## config.mk

```make
export PLATFORM = sky130hd
export DESIGN_NAME = sensor_command_framer_checker_top
export DESIGN_NICKNAME = d
export VERILOG_FILES = /design/src/rtl/core/scf_pkg.sv /design/src/rtl/core/sensor_command_framer_checker_top.sv /design/src/rtl/core/scf_frame_bld.sv /design/src/rtl/core/scf_reply_chk.sv
export VERILOG_INCLUDE_DIRS = /design/src /design/src/rtl/core
export SDC_FILE = /design/constraint.sdc
export NUM_CORES = 1
export LEC_CHECK = 0
export ABC_AREA = 0
export BUFFER_PORTS_ARGS = -buffer_cell sky130_fd_sc_hd__buf_2
export CAP_MARGIN = 20
export CELL_PAD_IN_SITES_DETAIL_PLACEMENT = 1
export CELL_PAD_IN_SITES_GLOBAL_PLACEMENT = 1
export CORE_MARGIN = 8
export CORE_UTILIZATION = 35
export DETAILED_ROUTE_END_ITERATION = 10
export PLACE_DENSITY = 0.65
export SYNTH_ARGS = -nofsm -noshare
export SYNTH_HDL_FRONTEND = slang
export SYNTH_SLANG_ARGS = --single-unit
```

## constraint.sdc

```tcl
create_clock -name clk -period 4 [get_ports clk]
set_input_delay 0.4 -clock clk [delete_from_list [all_inputs] [get_ports clk]]
set_output_delay 0.4 -clock clk [all_outputs]
set_load 0.01 [all_outputs]
```

## src/rtl/core/sensor_command_framer_checker_top_macros.svh

```systemverilog
// ----------------------------------------------------------------------------
// Sensor command framer/checker assertion macros
// Concurrent assertion helpers used by the RTL that checks itself.
// ----------------------------------------------------------------------------
`ifndef SENSOR_COMMAND_FRAMER_CHECKER_TOP_MACROS_SVH
`define SENSOR_COMMAND_FRAMER_CHECKER_TOP_MACROS_SVH

`ifndef ASSERT_OFF
// Property must hold at every rising clock edge outside reset.
`define SCF_ASSERT(lbl, clk, rst_n, prop, msg) \
	lbl: assert property (@(posedge clk) disable iff (!rst_n) prop) else $error(msg);
// Condition must never be true outside reset.
`define SCF_NEVER(lbl, clk, rst_n, cond, msg) \
	lbl: assert property (@(posedge clk) disable iff (!rst_n) !(cond)) else $error(msg);
`else
`define SCF_ASSERT(lbl, clk, rst_n, prop, msg)
`define SCF_NEVER(lbl, clk, rst_n, cond, msg)
`endif

`endif

```

## src/rtl/core/scf_pkg.sv

```systemverilog
// ----------------------------------------------------------------------------
// Sensor command framer/checker package
// Word types, command codes and status codes shared by the block.
// ----------------------------------------------------------------------------
package scf_pkg;

	localparam int FRAME_LEN = 9;
	localparam int NUM_CMDS  = 13;

	localparam logic FUNC_SEND = 1'b0;
	localparam logic FUNC_RECV = 1'b1;

	localparam logic KIND_TX      = 1'b0;
	localparam logic KIND_VERDICT = 1'b1;

	localparam logic [1:0] STATUS_OK       = 2'd0;
	localparam logic [1:0] STATUS_CHECKSUM = 2'd1;
	localparam logic [1:0] STATUS_HEADER   = 2'd2;

	localparam logic [3:0] CMD_SELF_CAL = 4'd1;
	localparam logic [3:0] CMD_ZERO_CAL = 4'd5;
	localparam logic [3:0] CMD_SPAN     = 4'd6;
	localparam logic [3:0] CMD_RANGE    = 4'd7;
	localparam logic [3:0] CMD_LAST     = 4'(NUM_CMDS - 1);

	localparam logic [7:0] HDR_START  = 8'hFF;
	localparam logic [7:0] HDR_SENSOR = 8'h01;

	typedef struct packed {
		logic        func;
		logic [3:0]  command_index;
		logic [15:0] command_data;
		logic [7:0]  rx_byte;
	} in_t;

	typedef struct packed {
		logic        out_kind;
		logic [7:0]  tx_byte;
		logic        last_of_frame;
		logic [1:0]  status;
		logic [15:0] reply_word_a;
		logic [15:0] reply_word_b;
		logic [7:0]  reply_byte_six;
		logic [7:0]  reply_byte_seven;
	} out_t;

	typedef logic [FRAME_LEN-1:0][7:0] frame_t;

	// Control from the top level to the reply checker.
	typedef struct packed {
		logic       rx_en;
		logic       restart;
		logic [7:0] code;
	} chk_ctl_t;

	function automatic logic [7:0] cmd_code(input logic [3:0] idx);
		logic [7:0] c;
		case (idx)
			4'd0:    c = 8'd120;
			4'd1:    c = 8'd121;
			4'd2:    c = 8'd132;
			4'd3:    c = 8'd133;
			4'd4:    c = 8'd134;
			4'd5:    c = 8'd135;
			4'd6:    c = 8'd136;
			4'd7:    c = 8'd153;
			4'd8:    c = 8'd155;
			4'd9:    c = 8'd156;
			4'd10:   c = 8'd160;
			4'd11:   c = 8'd162;
			4'd12:   c = 8'd163;
			default: c = 8'd0;
		endcase
		return c;
	endfunction

endpackage

```

## src/rtl/core/sensor_command_framer_checker_top.sv

```systemverilog
// ----------------------------------------------------------------------------
// Sensor command framer/checker top level
// Builds nine-byte command frames and checks nine-byte sensor replies.
// ----------------------------------------------------------------------------
// Only the ninth byte of a reply produces an output word, the verdict.
// A send word produces nine output words and holds the input for nine
// output beats: the frame sits in one stage register and shifts out one
// byte per beat into the output register, and the next input word is taken
// in the cycle its last byte moves on. With the output always ready the
// block therefore takes one receive word per cycle while no frame is going
// out. Command indexes 13 to 15 are taken and dropped without effect.
// Write abc_repeat_mode only while the block is idle.
`include "sensor_command_framer_checker_top_macros.svh"

module sensor_command_framer_checker_top (
	input  logic          clk,
	input  logic          arst_n,
	input  logic          cfg_we,
	input  logic          cfg_wdata,
	input  logic          in_valid,
	output logic          in_ready,
	input  scf_pkg::in_t  in_data,
	output logic          out_valid,
	input  logic          out_ready,
	output scf_pkg::out_t out_data
);
	import scf_pkg::*;

	logic       abc_repeat_mode_q;
	logic       in_accept;
	logic       is_send;
	logic       cmd_ok;
	logic       load_s1;
	logic       chk_done;
	frame_t     frame;
	out_t       verdict;
	chk_ctl_t   chk_ctl;

	logic       busy_s1;
	logic       kind_s1;
	logic [3:0] beat_s1;
	frame_t     frame_s1;
	out_t       verdict_s1;

	logic       move;
	logic       last_beat;
	out_t       beat;
	logic       out_valid_q;
	out_t       out_q;

	assign is_send   = (in_data.func == FUNC_SEND);
	assign cmd_ok    = (in_data.command_index <= CMD_LAST);
	assign in_accept = in_valid && in_ready;

	always_comb begin
		chk_ctl.rx_en   = in_accept && !is_send;
		chk_ctl.restart = in_accept && is_send && cmd_ok;
		chk_ctl.code    = frame[2];
	end

	scf_frame_bld u_bld (
		.command_index   (in_data.command_index),
		.command_data    (in_data.command_data),
		.abc_repeat_mode (abc_repeat_mode_q),
		.frame           (frame)
	);

	scf_reply_chk u_chk (
		.clk     (clk),
		.arst_n  (arst_n),
		.ctl     (chk_ctl),
		.rx_byte (in_data.rx_byte),
		.done    (chk_done),
		.verdict (verdict)
	);

	assign load_s1   = chk_ctl.restart || (chk_ctl.rx_en && chk_done);
	assign move      = busy_s1 && (!out_valid_q || out_ready);
	assign last_beat = (kind_s1 == KIND_VERDICT) || (beat_s1 == 4'(FRAME_LEN - 1));
	assign in_ready  = !busy_s1 || (move && last_beat);

	always_comb begin
		if (kind_s1 == KIND_VERDICT) begin
			beat = verdict_s1;
		end else begin
			beat               = '0;
			beat.out_kind      = KIND_TX;
			beat.tx_byte       = frame_s1[0];
			beat.last_of_frame = (beat_s1 == 4'(FRAME_LEN - 1));
		end
	end

	always_ff @(posedge clk or negedge arst_n) begin
		if (!arst_n) begin
			abc_repeat_mode_q <= 1'b0;
			busy_s1           <= 1'b0;
			beat_s1           <= '0;
			out_valid_q       <= 1'b0;
		end else begin
			if (cfg_we) begin
				abc_repeat_mode_q <= cfg_wdata;
			end
			if (load_s1) begin
				busy_s1 <= 1'b1;
				beat_s1 <= '0;
			end else if (move) begin
				if (last_beat) begin
					busy_s1 <= 1'b0;
				end
				beat_s1 <= 4'(beat_s1 + 4'd1);
			end
			if (move) begin
				out_valid_q <= 1'b1;
			end else if (out_ready) begin
				out_valid_q <= 1'b0;
			end
		end
	end

	always_ff @(posedge clk) begin
		if (load_s1) begin
			kind_s1    <= is_send ? KIND_TX : KIND_VERDICT;
			frame_s1   <= frame;
			verdict_s1 <= verdict;
		end else if (move) begin
			frame_s1 <= {8'h00, frame_s1[FRAME_LEN-1:1]};
		end
		if (move) begin
			out_q <= beat;
		end
	end

	assign out_valid = out_valid_q;
	assign out_data  = out_q;

	// Every frame opens with the start byte.
	`SCF_ASSERT(a_frame_start, clk, arst_n,
		(move && kind_s1 == KIND_TX && beat_s1 == 4'd0) |=> (out_data.tx_byte == HDR_START),
		"frame did not open with the start byte")
	// The frame marker only appears on transmit words.
	`SCF_NEVER(a_last_kind, clk, arst_n,
		out_valid && out_data.last_of_frame && out_data.out_kind != KIND_TX,
		"frame marker on a verdict word")
	// An accepted command starts a fresh frame at its first beat.
	`SCF_ASSERT(a_send_loads, clk, arst_n,
		chk_ctl.restart |=> (busy_s1 && beat_s1 == 4'd0 && kind_s1 == KIND_TX),
		"accepted command did not load a frame")

endmodule

```

## src/rtl/core/scf_frame_bld.sv

```systemverilog
// ----------------------------------------------------------------------------
// Command frame builder
// Places header, code and argument bytes and appends the checksum.
// ----------------------------------------------------------------------------
module scf_frame_bld (
	input  logic [3:0]    command_index,
	input  logic [15:0]   command_data,
	input  logic          abc_repeat_mode,
	output scf_pkg::frame_t frame
);
	import scf_pkg::*;

	logic [7:0] hi;
	logic [7:0] lo;
	logic [7:0] sum;

	assign hi = command_data[15:8];
	assign lo = command_data[7:0];

	always_comb begin
		frame    = '0;
		frame[0] = HDR_START;
		frame[1] = HDR_SENSOR;
		frame[2] = cmd_code(command_index);
		case (command_index)
			CMD_SELF_CAL: begin
				if (!abc_repeat_mode) begin
					frame[3] = lo;
				end
			end
			CMD_ZERO_CAL: begin
				frame[6] = lo;
			end
			CMD_SPAN: begin
				frame[3] = hi;
				frame[4] = lo;
			end
			CMD_RANGE: begin
				frame[6] = hi;
				frame[7] = lo;
			end
			default: begin
			end
		endcase
		sum = '0;
		for (int i = 1; i < FRAME_LEN - 1; i++) begin
			sum = 8'(sum + frame[i]);
		end
		frame[FRAME_LEN-1] = 8'(8'd0 - sum);
	end

endmodule

```

## src/rtl/core/scf_reply_chk.sv

```systemverilog
// ----------------------------------------------------------------------------
// Reply checker
// Collects reply bytes and forms the verdict word on the ninth byte.
// ----------------------------------------------------------------------------
module scf_reply_chk (
	input  logic              clk,
	input  logic              arst_n,
	input  scf_pkg::chk_ctl_t ctl,
	input  logic [7:0]        rx_byte,
	output logic              done,
	output scf_pkg::out_t     verdict
);
	import scf_pkg::*;

	logic [7:0] sent_code_q;
	logic [3:0] rx_count_q;
	logic [7:0] rx_sum_q;
	logic [7:0] rx_bytes_q [FRAME_LEN-1];
	logic [3:0] pos;
	logic       hdr_bad;
	logic       sum_bad;

	// A count past the frame length restarts collection at the first byte.
	assign pos  = (rx_count_q >= 4'(FRAME_LEN)) ? 4'd0 : rx_count_q;
	assign done = (pos == 4'(FRAME_LEN - 1));

	// The byte that closes the frame is the checksum and is compared directly.
	assign sum_bad = (rx_byte != 8'(8'd0 - rx_sum_q));
	assign hdr_bad = (rx_bytes_q[0] != HDR_START) || (rx_bytes_q[1] != sent_code_q);

	always_comb begin
		verdict                  = '0;
		verdict.out_kind         = KIND_VERDICT;
		verdict.status           = hdr_bad ? STATUS_HEADER :
		                           (sum_bad ? STATUS_CHECKSUM : STATUS_OK);
		verdict.reply_word_a     = {rx_bytes_q[2], rx_bytes_q[3]};
		verdict.reply_word_b     = {rx_bytes_q[4], rx_bytes_q[5]};
		verdict.reply_byte_six   = rx_bytes_q[6];
		verdict.reply_byte_seven = rx_bytes_q[7];
	end

	always_ff @(posedge clk or negedge arst_n) begin
		if (!arst_n) begin
			sent_code_q <= '0;
			rx_count_q  <= '0;
			rx_sum_q    <= '0;
		end else if (ctl.restart) begin
			sent_code_q <= ctl.code;
			rx_count_q  <= '0;
			rx_sum_q    <= '0;
		end else if (ctl.rx_en) begin
			if (done) begin
				rx_count_q <= '0;
				rx_sum_q   <= '0;
			end else begin
				rx_count_q <= 4'(pos + 4'd1);
				if (pos != 4'd0) begin
					rx_sum_q <= 8'(rx_sum_q + rx_byte);
				end
			end
		end
	end

	always_ff @(posedge clk) begin
		if (ctl.rx_en && !ctl.restart && !done) begin
			rx_bytes_q[pos[2:0]] <= rx_byte;
		end
	end

endmodule

```

# --- Word-level counts from Yosys, hierarchy flattened ---
# Memory sizes are Yosys's and may differ from the RTL's. A register that Yosys moved wholly into a read port is not among the register bits.
# Cells that the tools add are included.
totals:
  reg_bits: 162
  mem_bits_rw: 64
  romBits: 128
  in_bits: 35
  elab_cells: 102
  memories: 2
classes:
  add_sub_neg: 10
  magnitude_cmp: 2
  eq_ne: 9
  muxes: 26
  n_bitwise: 1
  reduce_logical: 26
memory_table:
  columns: ["memory", "words", "width", "read_ports", "rd_clocked_by_memory_dff", "write_ports", "line", "source"]
  rows:
  - ["(no name shown)", 16, 8, 1, 0, 0, "scf_pkg.sv:58", "case (idx)"]
  - ["u_chk.rx_bytes_q", 8, 8, 8, 6, 1, "scf_reply_chk.sv:18", "logic [7:0] rx_bytes_q [FRAME_LEN-1];"]
ops:
  columns: ["op", "count"]
  rows:
  - ["$mux W72", 2]
  - ["$mux W8", 7]
  - ["$add A8 B8 Y8", 5]
  - ["$pmux W8 S2", 2]
  - ["$mux W4", 6]
  - ["$ne A8 B8 Y1", 2]
  - ["$sub A1 B8 Y8 const A", 2]
  - ["$eq A4 B3 Y1 const B", 3]
  - ["$logic_and A1 B1 Y1", 9]
  - ["$mux W1", 9]
  - ["$add A1 B8 Y8 const A", 1]
  - ["$add A4 B1 Y4 const B", 2]
  - ["$eq A4 B4 Y1 const B", 2]
  - ["$ne A8 B8 Y1 const B", 1]
  - ["$reduce_bool A2 Y1", 4]
  - ["$logic_or A1 B1 Y1", 5]
  - ["$eq A4 B1 Y1 const B", 1]
  - ["$ge A4 B4 Y1 const B", 1]
  - ["$le A4 B4 Y1 const B", 1]
  - ["$logic_not A1 Y1", 4]
  - ["$reduce_and A2 Y1", 2]
  - ["$reduce_bool A4 Y1", 1]
  - ["$reduce_bool A3 Y1", 1]
  - ["$not A1 Y1", 1]

# --- Depth between registers and ports, before layout ---
# Gate-level depths: netlist (run 1).
logic_depth:
  depth_word: 13
  depth_mapped: 18

# --- Hierarchy ---
# A second synthesis (run 1) with hierarchy kept.
unflattened:
  hier_cells: 834
  area_unflattened_um2: 12821.0
modules_own_cells:
  columns: ["mod", "n_inst", "cells_each", "area_per_inst_um2"]
  rows:
  - ["sensor_command_framer_checker_top", 1, 384, 7556.0]
  - ["scf_reply_chk", 1, 251, 3651.0]
  - ["scf_frame_bld", 1, 199, 1614.0]

# --- Worst setup path after synthesis (run 1) ---
# No wires, ideal clock.
synth_path:
  path_kind: "input port to flip-flop"
  start: "input in_data[24] in the netlist's numbering"
  end: "register frame_s1[70] in the netlist's numbering, data pin"
  setup_ps: 260
  arrival_time_ps: 4236
  slack_ps: -496
  cell_stages: 16
  n_path_buf: 1
  path_cell_list: "inv_1 > ha_1 > and2_1 > clkbuf_1 > a22oi_1 > fa_1 > fa_1 > inv_1 > fa_1 > fa_1 > nor2b_1 > o21ai_0 > a21boi_0 > o21ai_0 > a21boi_0 > nor3_2"
synth_via:
  elab_chain_len: 8
  word_cells_on_any_way: 19
synth_rtl:
  columns: ["item", "line", "source"]
  rows:
  - ["start: declaration", "sensor_command_framer_checker_top.sv:22", "input scf_pkg::in_t in_data,"]
  - ["$mem_v2 Z16 W8, or another cell as far along", null, null]
  - ["$add A1 B8 Y8 / $pmux W8 S2 (equally long branches)", "scf_frame_bld.sv:47, scf_frame_bld.sv:25", null]
  - ["$add A8 B8 Y8 (4 in a row)", "scf_frame_bld.sv:47", "sum = 8'(sum + frame[i]);"]
  - ["$sub A1 B8 Y8", "scf_frame_bld.sv:49", "frame[FRAME_LEN-1] = 8'(8'd0 - sum);"]
  - ["$mux W72 *", "sensor_command_framer_checker_top.sv:121", "if (load_s1) begin"]
  - ["end signal: assignment", "sensor_command_framer_checker_top.sv:123", "frame_s1 <= frame;"]
  - ["end signal: assignment", "sensor_command_framer_checker_top.sv:126", "frame_s1 <= {8'h00, frame_s1[FRAME_LEN-1:1]};"]
  - ["end: declaration", "sensor_command_framer_checker_top.sv:42", "frame_t frame_s1;"]
# Every way passes the cells marked *; elsewhere a longest branch is shown, timed or not.
# A chain may end at the register's enable or synchronous reset.

# --- Worst setup path in the final report (run 1) ---
layout_path:
  start: "register abc_repeat_mode_q"
  end: "register frame_s1[71] in the netlist's numbering, data pin"
layout_via:
  elab_chain_len: 8
layout_rtl:
  columns: ["item", "line", "source"]
  rows:
  - ["start: declaration", "sensor_command_framer_checker_top.sv:29", "logic abc_repeat_mode_q;"]
  - ["start signal: assignment", "sensor_command_framer_checker_top.sv:101", "abc_repeat_mode_q <= cfg_wdata;"]
  - ["$mux W8", "scf_frame_bld.sv:27", "if (!abc_repeat_mode) begin"]
  - ["$pmux W8 S2", "scf_frame_bld.sv:25", "case (command_index)"]
  - ["$add A8 B8 Y8 (4 in a row)", "scf_frame_bld.sv:47", null]
  - ["$sub A1 B8 Y8", "scf_frame_bld.sv:49", null]
  - ["$mux W72", "sensor_command_framer_checker_top.sv:121", null]
# No other way between the ends.

==> results of run 1 <==
==> cell usage in the layout, fill, tap and decap left out, drive strengths merged, types with 15 or more instances in the layout <==
cell and count:
nor2 17, nand3 59, inv 42, edfxtp 223, xnor2 20, dfrtp 27
o21ai 43, fa 22, ha 27, a22o 19, a21oi 29, dfxtp 24
nand2 129, clkbuf 37, and2 55, nor2b 15, buf 155
==> routing by layer <==
| layer | part of all wire, % | global-route usage (%) |
|---|---|---|
| met4 | 1.8 | 3.35 |
| met3 | 4.6 | 2.17 |
| met2 | 48 | 22.4 |
| met1 | 45 | 18.5 |
| met5 | 0 | 0 |
==> per-stage QoR <==
step	setup TNS (ns)	util, %	cell area (sq um)
2_1_floorplan	0	-	11800
3_3_place_gp	-0.842	39.3	13100
3_5_place_dp	-1.40	39.3	13100
4_1_cts	0	42.0	14000
5_1_grt	-0.219	42.3	14100
6_report	0	42.3	14100
==> critical path: cells and delay by family, from the launching register on <==
family	cells	cell delay, ns
buffers and inverters	3	0.28
AND/OR/NAND/NOR	5	0.63
flip-flops	1	0.41
AO/OA/AOI/OAI	2	0.28
adder cells (fa/ha/maj)	4	1.95
XOR/XNOR	1	0.16
==> timing repair <==
action                                 4_1_cts  5_1_grt
hold buffers                                 1        0
endpoints found under the hold margin       27        0
setup endpoints to repair                    0        2
resized for setup                            0       17
setup buffers                                0        4
==> power groups by stage <==
stage               registers [mW]  clock network (mW)  logic [mW]
finish                        3.79                2.54        1.47
global route                  3.84                2.71        1.68
CTS                           3.79                2.60        1.47
detailed placement            3.85                   0        1.46
global placement              3.83                   0        1.41
floorplan                     3.81                   0       0.991
==> worst max-delay path by stage <==
stage,start,to,slack [ns],cells past startpoint
floorplan,in_data[24],frame_s1[70],0.01,16
global placement,in_data[25],frame_s1[70],-0.26,17
detailed placement,in_data[25],frame_s1[70],-0.41,17
CTS,abc_repeat_mode_q,frame_s1[71],0.009,16
global route,abc_repeat_mode_q,frame_s1[71],-0.12,15
finish,abc_repeat_mode_q,frame_s1[71],0.04,15
==> flip-flops by register name (all words and copies together), names as in the netlist <==
name               flops
out_valid              1
u_chk.rx_sum_q         8
out_data              60
verdict_s1            50
kind_s1                1
u_chk.rx_count_q       4
u_chk.sent_code_q      8
frame_s1              72
abc_repeat_mode_q      1
beat_s1                4
u_chk.rx_bytes_q      64
busy_s1                1
==> layout make-up <==
type	count	area [sq um]	share of cell area, %
timing repair buffer	156	982	6.97
multi-input combinational	532	3640	25.9
clock inverter	17	130	0.924
tap	448	561	3.98
inverter	40	156	1.11
clock buffer	37	766	5.43
sequential	274	7850	55.7
==> logic make-up after synthesis <==
family / Yosys count / synth area share (%)
multiplexers: 5 / 0.437
XOR/XNOR: 34 / 2.66
adder cells (fa/ha/maj): 49 / 6.63
flip-flops: 274 / 66.9
buffers and inverters: 80 / 2.89
AO/OA/AOI/OAI: 120 / 6.49
AND/OR/NAND/NOR: 324 / 14.0
==> results.cfg, run 1 <==
[pwr]
pwr-share-seq_pct = 48.6
p_sw_share_pct = 28.2
power.switching_mw = 2.20
comb_power_share_pct = 18.9
p_int_mw = 5.60
ir_drop_mv = 0.324
total_leakage_power_nw = 5.54
powerDensity_nw_per_um2 = 553
p_total_mw = 7.80
p_clk_share_pct = 32.5

[worst_setup_path]
critPathMaxStageDelay_ns = 0.61
r2r_slack_ns = 0.04
ff2ff_path_depth = 15
start_kind = register
cp-end-kind = register
r2r-end = frame_s1[71]
path_class = reg -> reg
cp_slowest_cell = fa_2
cp_max_fo = 8
crit_chain = nor4b_4 > buf_6 > a22oi_2 > fa_1 > fa_1 > inv_2 > fa_2 > inv_2 > ha_4 > nand2_4 > o211ai_2 > nand4_1 > nand2_1 > xor2_1 > nor2_1
worstPathRequired_ns = 4.30
crit_arrival_ns = 4.25
r2r_start = abc_repeat_mode_q

[drt]
wl_um = 26600
first_pass_iters = 7
drt-initial-drc-count = 303
vias = 7135
ant_nets = 0
vias_per_cell = 4.74
wl_per_cell_um = 17.7
drcViolationCount = 0

[yosys]
syn_inst = 886
ys_seq_area_share_pct = 66.9
ys_warn_count = 0
synth_area_leaders = edfxtp_1 (57%), dfrtp_1 (5.8%), dfxtp_1 (4.1%)
syn_area_per_cell_sq_um = 13.2
syn_area_sq_um = 11700
synth_top_area_share_pct = 57.1
netlist_top_cells_count = edfxtp_1 (223), nand2_1 (128), nand3_1 (58)
synth_flop_cell = edfxtp_1
syn-num-nets = 970
ys_seq_elements = 274
synth_edf_count = 223
synth_cell_types = 58
yosys.cell_count.top_type = edfxtp_1
synth_largest_area_cell = edfxtp_1
ys_async_sr_fraction_pct = 9.85

[clocking]
cts-htree-levels = 1
cts_max_path_buffers = 3
clkTransAtPathRegs_ns = 0.06
cts_buffers = 29
cts_tree = built
cts_sinks = 274
clk_latency_ns = 0.55
cts-root-buf = clkbuf_16

[timing]
setup_ws_ns = 0.0425
finalMaxSlewViolations = 0
tightest_slew_ns = 0.904
max_freq_ghz = 0.253
skew_ns = 0.0125
relSlewSlack_pct = 39.7
grt_setup_unrepaired = yes
hold_viol = 0
hold_slack_ns = 0.0809
final.period_utilization_pct = 98.9
setup_violations = 0
period_minus_slack_ns = 3.96

[layout]
final_layout_size_suffix_gt1_share_pct = 22.5
finalNonFillerCells = 1504
fin_nets = 1117
n_fill_cell = 3546
area_delta_synth_final_pct = 20.1
diodes = 0

[hold_path]
min_path_type = in -> reg
worst_hold_path.num_cells = 2
hold_start = cfg_wdata
holdPathEnd = abc_repeat_mode_q

[global_route]
grt_util_all_layers_pct = 13.6
grt_overflow_total = 0
grt_max_degree = 79
grt_pass1_wl_um = 42800
grt_pass1_vias = 7494
antenna_found_initial = 1

[die]
io_pins = 97
fp-row-count = 67
die_y_um = 199
core-area_sq_um = 33300
die_area_sq_um = 39600
die_w_um = 199
initial_utilization_pct = 35.2

[outcome]
status = completed

[placed_design]
dp_slack_ns = -0.406
portBuffers = 96
gp_congestion = 0.827
hpwl_um = 18100
place_inst = 1443

[run]
max_cap_violations = 0
Note: power is estimated with default switching activity, not from simulation.
==> run 2: changes to the inputs <==
- ABC_AREA: 0 -> 1
- PLACE_DENSITY: 0.65 -> 0.66
==> run 2 against run 1 <==
Cell area grew 1.3%. Clock power grew 3%. Via count grew 8.5%. Sequential cell count is the same. Critical endpoint is now frame_s1[69]. Clock skew shrank 0.0022 ns. Highest routed layer unchanged. Combinational power grew 18%. Total power grew 5.3%. Sequential share of layout area shrank 0.74 points.
==> results.cfg, run 2 <==
[die]
core-area_sq_um = 33500
die_y_um = 200
die_w_um = 200
initial_utilization_pct = 35.5
fp-row-count = 67
io_pins = 97
die_area_sq_um = 40100

[layout]
final_common_cell = nand2_1
area_delta_synth_final_pct = 20.1
diodes = 0
fin_nets = 1280
n_fill_cell = 3708
multi_input_area_sq_um = 3330
ff_latch_area_sq_um = 7850
largest_reg_flops = 72
regMostFlops = frame_s1
final_layout_size_suffix_gt1_share_pct = 19.0
layout_common_cells = nand2_1 (233), edfxtp_1 (223), inv_1 (138), buf_2 (96), buf_4 (63)
post-route-util_pct = 42.6
finalNonFillerCells = 1667

[clocking]
cts-root-buf = clkbuf_16
cts_max_path_buffers = 3
clkTransAtPathRegs_ns = 0.07
clk_latency_ns = 0.55
cts-htree-levels = 1
cts_tree = built
cts_sinks = 274
cts_buffers = 30

[yosys]
synth.mux.area_fraction_pct = 0
syn-num-nets = 1118
synth_edf_count = 223
ys_seq_area_share_pct = 66.0
ys_async_sr_fraction_pct = 9.85
synth_cell_types = 45
synth-compound-area-share_pct = 6.51
syn_inst = 1034
synth_top_area_share_pct = 56.3
synth_top_family_by_area = simple AND/OR/NAND/NOR gates
ys_warn_count = 0
syn_area_per_cell_sq_um = 11.5
synth_flop_cell = edfxtp_1
synth-adder-area-share_pct = 6.54
yosys.area_share.simple_pct = 13.1
syn_area_sq_um = 11900
netlist_top_cells_count = nand2_1 (234), edfxtp_1 (223), inv_1 (139)
synth_xor_area_share_pct = 1.69
synth_area_leaders = edfxtp_1 (56%), nand2_1 (7.4%), dfrtp_1 (5.7%)
synth_largest_area_cell = edfxtp_1
ys_seq_elements = 274
yosys.cell_count.top_type = nand2_1

[drt]
drt-initial-drc-count = 295
vias_per_cell = 4.64
vias = 7739
wl_per_cell_um = 16.9
drcViolationCount = 0
first_pass_iters = 4
wl_um = 28300
ant_nets = 0

[pwr]
comb_power_share_pct = 21.0
ir_drop_mv = 0.315
p_clk_share_pct = 31.9
p_sw_share_pct = 29.2
p_int_mw = 5.82
pwr-share-seq_pct = 47.1
power.switching_mw = 2.40
total_leakage_power_nw = 6.05
powerDensity_nw_per_um2 = 575

[worst_setup_path]
cp-end-kind = register
worstPathRequired_ns = 4.28
critPathMaxStageDelay_ns = 0.54
crit_arrival_ns = 4.00
crit_chain = buf_4 > o32ai_1 > buf_4 > fa_1 > fa_1 > fa_1 > inv_1 > ha_1 > nand2_1 > o31ai_1 > xnor2_1 > nor2_1
path_class = reg -> reg
cp_max_fo = 5
cp_slowest_cell = fa_1
path_common_cell = fa_1
start_kind = register

[placed_design]
gp_congestion = 0.826
portBuffers = 96
hpwl_um = 19900
place_inst = 1611

[outcome]
status = completed

[timing]
skew_ns = 0.0103
period_minus_slack_ns = 3.73
max_freq_ghz = 0.268
fin_tns_setup_ns = 0
hold_viol = 0
final.period_utilization_pct = 93.2
finalMaxSlewViolations = 0
tightest_slew_ns = 0.775
setup_violations = 0
relSlewSlack_pct = 48.3
grt_setup_unrepaired = no

[global_route]
antenna_found_initial = 0
grt_max_degree = 119
grt_overflow_total = 0
grt_util_all_layers_pct = 13.9
grt_pass1_vias = 8390
grt_pass1_wl_um = 45600

[run]
max_cap_violations = 0

[hold_path]
min_path_type = in -> reg
[run 2: logic make-up (layout without fill, tap and decap cells)]
logic type                 after synthesis  in the layout
AOI/OAI and AO/OA                      137            137
xor gates and xnor gates                23             23
and+or+nand+nor                        370            370
adders and majority gates               49             49
buffers and inverters                  181            366
DFF                                    274            274
[run 2: stage by stage]
stage	power [mW]	hold WS (ns)	worst slack [ns]	cell area, sq um
after floorplan	5.05	0.104	-0.0144	11900
after global placement	5.60	0.401	-0.260	13300
after detailed placement	5.68	0.405	-0.365	13300
after CTS	8.32	0.0263	0.204	14300
after global routing	8.68	0.0391	0.0133	14300
final	8.21	0.0501	0.272	14300
[run 2: critical path, delay by kind of cell (launching register included)]
family	cells	cell delay (ns)
DFF	1	0.38
and+or+nand+nor	2	0.16
xor gates and xnor gates	1	0.15
AOI/OAI and AO/OA	2	0.56
adders and majority gates	4	1.84
buffers and inverters	3	0.36
[run 2: cell type report]
class / instances / share of cell area [%]
Sequential cell: 274 / 55.0
Clock inverter: 15 / 1.04
Tap cell: 448 / 3.93
Clock buffer: 40 / 5.52
Multi-Input combinational cell: 579 / 23.3
Timing Repair Buffer: 164 / 7.31
Inverter: 147 / 3.88
[run 2: layer usage]
metal / track usage [%] / routed length (um) / vias up / part of all wire (%)
li1: - / - / 3808 / -
met1: 18.0 / 13200 / 3790 / 47
met2: 24.0 / 13700 / 109 / 48
met3: 2.24 / 867 / 32 / 3.1
met4: 3.21 / 532 / 0 / 1.9
met5: 0 / 0 / - / 0
[run 2: power by group through the flow]
stage | clock network, mW | logic, mW | registers, mW
after detailed placement | 0 | 1.75 | 3.93
after global routing | 2.78 | 1.97 | 3.92
after global placement | 0 | 1.69 | 3.91
final | 2.62 | 1.73 | 3.87
after CTS | 2.69 | 1.76 | 3.87
after floorplan | 0 | 1.11 | 3.94
[run 2: final timing paths]
kind | startpoint | endpoint | slack [ns] | cells after the start
max | abc_repeat_mode_q | frame_s1[69] | 0.27 | 12
min | cfg_we | abc_repeat_mode_q | 0.05 | 2
max reg2reg | abc_repeat_mode_q | frame_s1[69] | 0.27 | 12
min reg2reg | u_chk.rx_bytes_q[5][5] | verdict_s1[21] | 0.41 | 0
max in group asynchronous | arst_n | beat_s1[1] | 3.01 | 2
min in group asynchronous | arst_n | u_chk.rx_sum_q[2] | 0.48 | 2
[run 2: repair_timing]
| action | 4_1_cts | 5_1_grt |
|---|---|---|
| hold endpoints to repair | 27 | 0 |
| setup buffers | 0 | 0 |
| endpoints found under the setup margin | 0 | 2 |
| hold buffers | 1 | 0 |
| gates resized for setup | 0 | 3 |
==> run 3: changes to the inputs <==
- ABC_AREA: 1 -> default
- HOLD_SLACK_MARGIN: default -> 0.15
- PLACE_DENSITY: 0.66 -> 0.65
==> run 3 against run 2 <==
Total power is 5.0% lower. Sequential share of layout area up 0.62 points. Maximum frequency down 6.0%. Routed wire length shrank 5.6%. Hold slack gained 0.19 ns. Count of clock-buffer cells in the layout decreased by 3. Register-to-register slack worse by 0.24 ns. Global-route usage shrank 0.29 points. Critical path depth increased by 3. Setup slack got worse by 0.24 ns. Largest cell class unchanged. Largest power group unchanged.
==> results.cfg, run 3 (synthesis gave the netlist of run 1 again) <==
[layout]
layout_common_cells = edfxtp_1 (223), nand2_1 (126), buf_2 (98), nand3_1 (58), and2_1 (55)
post-route-util_pct = 42.4
ff_latch_area_sq_um = 7850
area_delta_synth_final_pct = 20.4
n_fill_cell = 3546
fin_nets = 1120
finalNonFillerCells = 1507
multi_input_area_sq_um = 3640
final_layout_size_suffix_gt1_share_pct = 22.5
fin_area_sq_um = 14100
diodes = 0
largest_reg_flops = 72
regMostFlops = frame_s1
final_common_cell = edfxtp_1

[global_route]
antenna_found_initial = 1
grt_pass1_wl_um = 42800
grt_max_degree = 79
grt_pass1_vias = 7500
grt_util_all_layers_pct = 13.6
grt_overflow_total = 0

[die]
die_y_um = 199
initial_utilization_pct = 35.2
fp-row-count = 67
core-area_sq_um = 33300
die_w_um = 199
die_area_sq_um = 39600
io_pins = 97

[clocking]
clkTransAtPathRegs_ns = 0.06
cts_tree = built
clk_latency_ns = 0.55
cts_buffers = 29
cts_sinks = 274
cts-root-buf = clkbuf_16
cts-htree-levels = 1
cts_max_path_buffers = 3

[timing]
setup_violations = 0
fin_tns_setup_ns = 0
max_freq_ghz = 0.252
relSlewSlack_pct = 39.0
tightest_slew_ns = 0.915
hold_slack_ns = 0.242
grt_setup_unrepaired = yes
hold_viol = 0
final.period_utilization_pct = 99.1
period_minus_slack_ns = 3.96
skew_ns = 0.0135
setup_ws_ns = 0.0359
finalMaxSlewViolations = 0

[placed_design]
gp_congestion = 0.827
hpwl_um = 18100
dp_slack_ns = -0.406
placed_area_sq_um = 13100
portBuffers = 96
place_inst = 1443

[worst_setup_path]
worstPathRequired_ns = 4.29
cp_max_fo = 8
start_kind = register
path_class = reg -> reg
cp-end-kind = register
crit_arrival_ns = 4.26

[hold_path]
min_path_type = in -> reg

[run]
max_cap_violations = 0

[drt]
wl_per_cell_um = 17.7
vias = 7162
vias_per_cell = 4.75
drt-initial-drc-count = 304
drcViolationCount = 0
wl_um = 26700
first_pass_iters = 6
ant_nets = 0

[pwr]
ir_drop_mv = 0.323
p_total_mw = 7.80
total_leakage_power_nw = 5.55
powerDensity_nw_per_um2 = 552

[outcome]
status = completed
==> run 3: report_power, final <==
group          total, mW  switching, mW  internal, mW
sequential          3.79          0.226          3.56
combinational       1.48          0.868         0.611
clock               2.53           1.11          1.43
total               7.80           2.20          5.60
==> run 3: timing repair <==
item                                   CTS  global route
hold buffers                             4             0
endpoints found under the hold margin   29             0
buffers inserted                         0             4
setup endpoints to repair                0             2
gates resized for setup                  0            17
==> run 3: final cells by class <==
type | count | area share (%)
Clock inverter | 17 | 0.922
Tap cell | 448 | 3.97
Multi-Input combinational cell | 532 | 25.8
Clock buffer | 37 | 5.42
Inverter | 40 | 1.11
Timing Repair Buffer | 159 | 7.17
Sequential cell | 274 | 55.6
==> run 3: path summary, 6_finish.rpt <==
kind | cells past startpoint | from | slack, ns | endpoint
worst min register to register | 0 | u_chk.rx_bytes_q[2][3] | 0.42 | verdict_s1[43]
min in group asynchronous | 2 | arst_n | 0.47 | u_chk.rx_count_q[1]
worst min-delay path | 1 | in_data[0] | 0.24 | u_chk.rx_bytes_q[2][0]
worst max-delay path | 15 | abc_repeat_mode_q | 0.04 | frame_s1[71]
worst max register to register | 15 | abc_repeat_mode_q | 0.04 | frame_s1[71]
max in group asynchronous | 2 | arst_n | 3.07 | beat_s1[2]
==> run 3: per-layer routing <==
layer	share of wire [%]	track usage [%]	up-vias
met5	0	0	-
met2	48	22.4	126
met4	1.8	3.35	0
met1	45	18.5	3549
li1	-	-	3456
met3	4.7	2.17	31
==> run 3: worst max-delay path, stage by stage (launching register included) <==
cell and delay (ns):
dfrtp_1 0.41, nor4b_4 0.30, buf_6 0.18, a22oi_2 0.08, fa_1 0.53, fa_1 0.54, inv_2 0.04, fa_2 0.61
inv_2 0.06, ha_4 0.27, nand2_4 0.05, o211ai_2 0.20, nand4_1 0.12, nand2_1 0.11, xor2_1 0.16, nor2_1 0.05
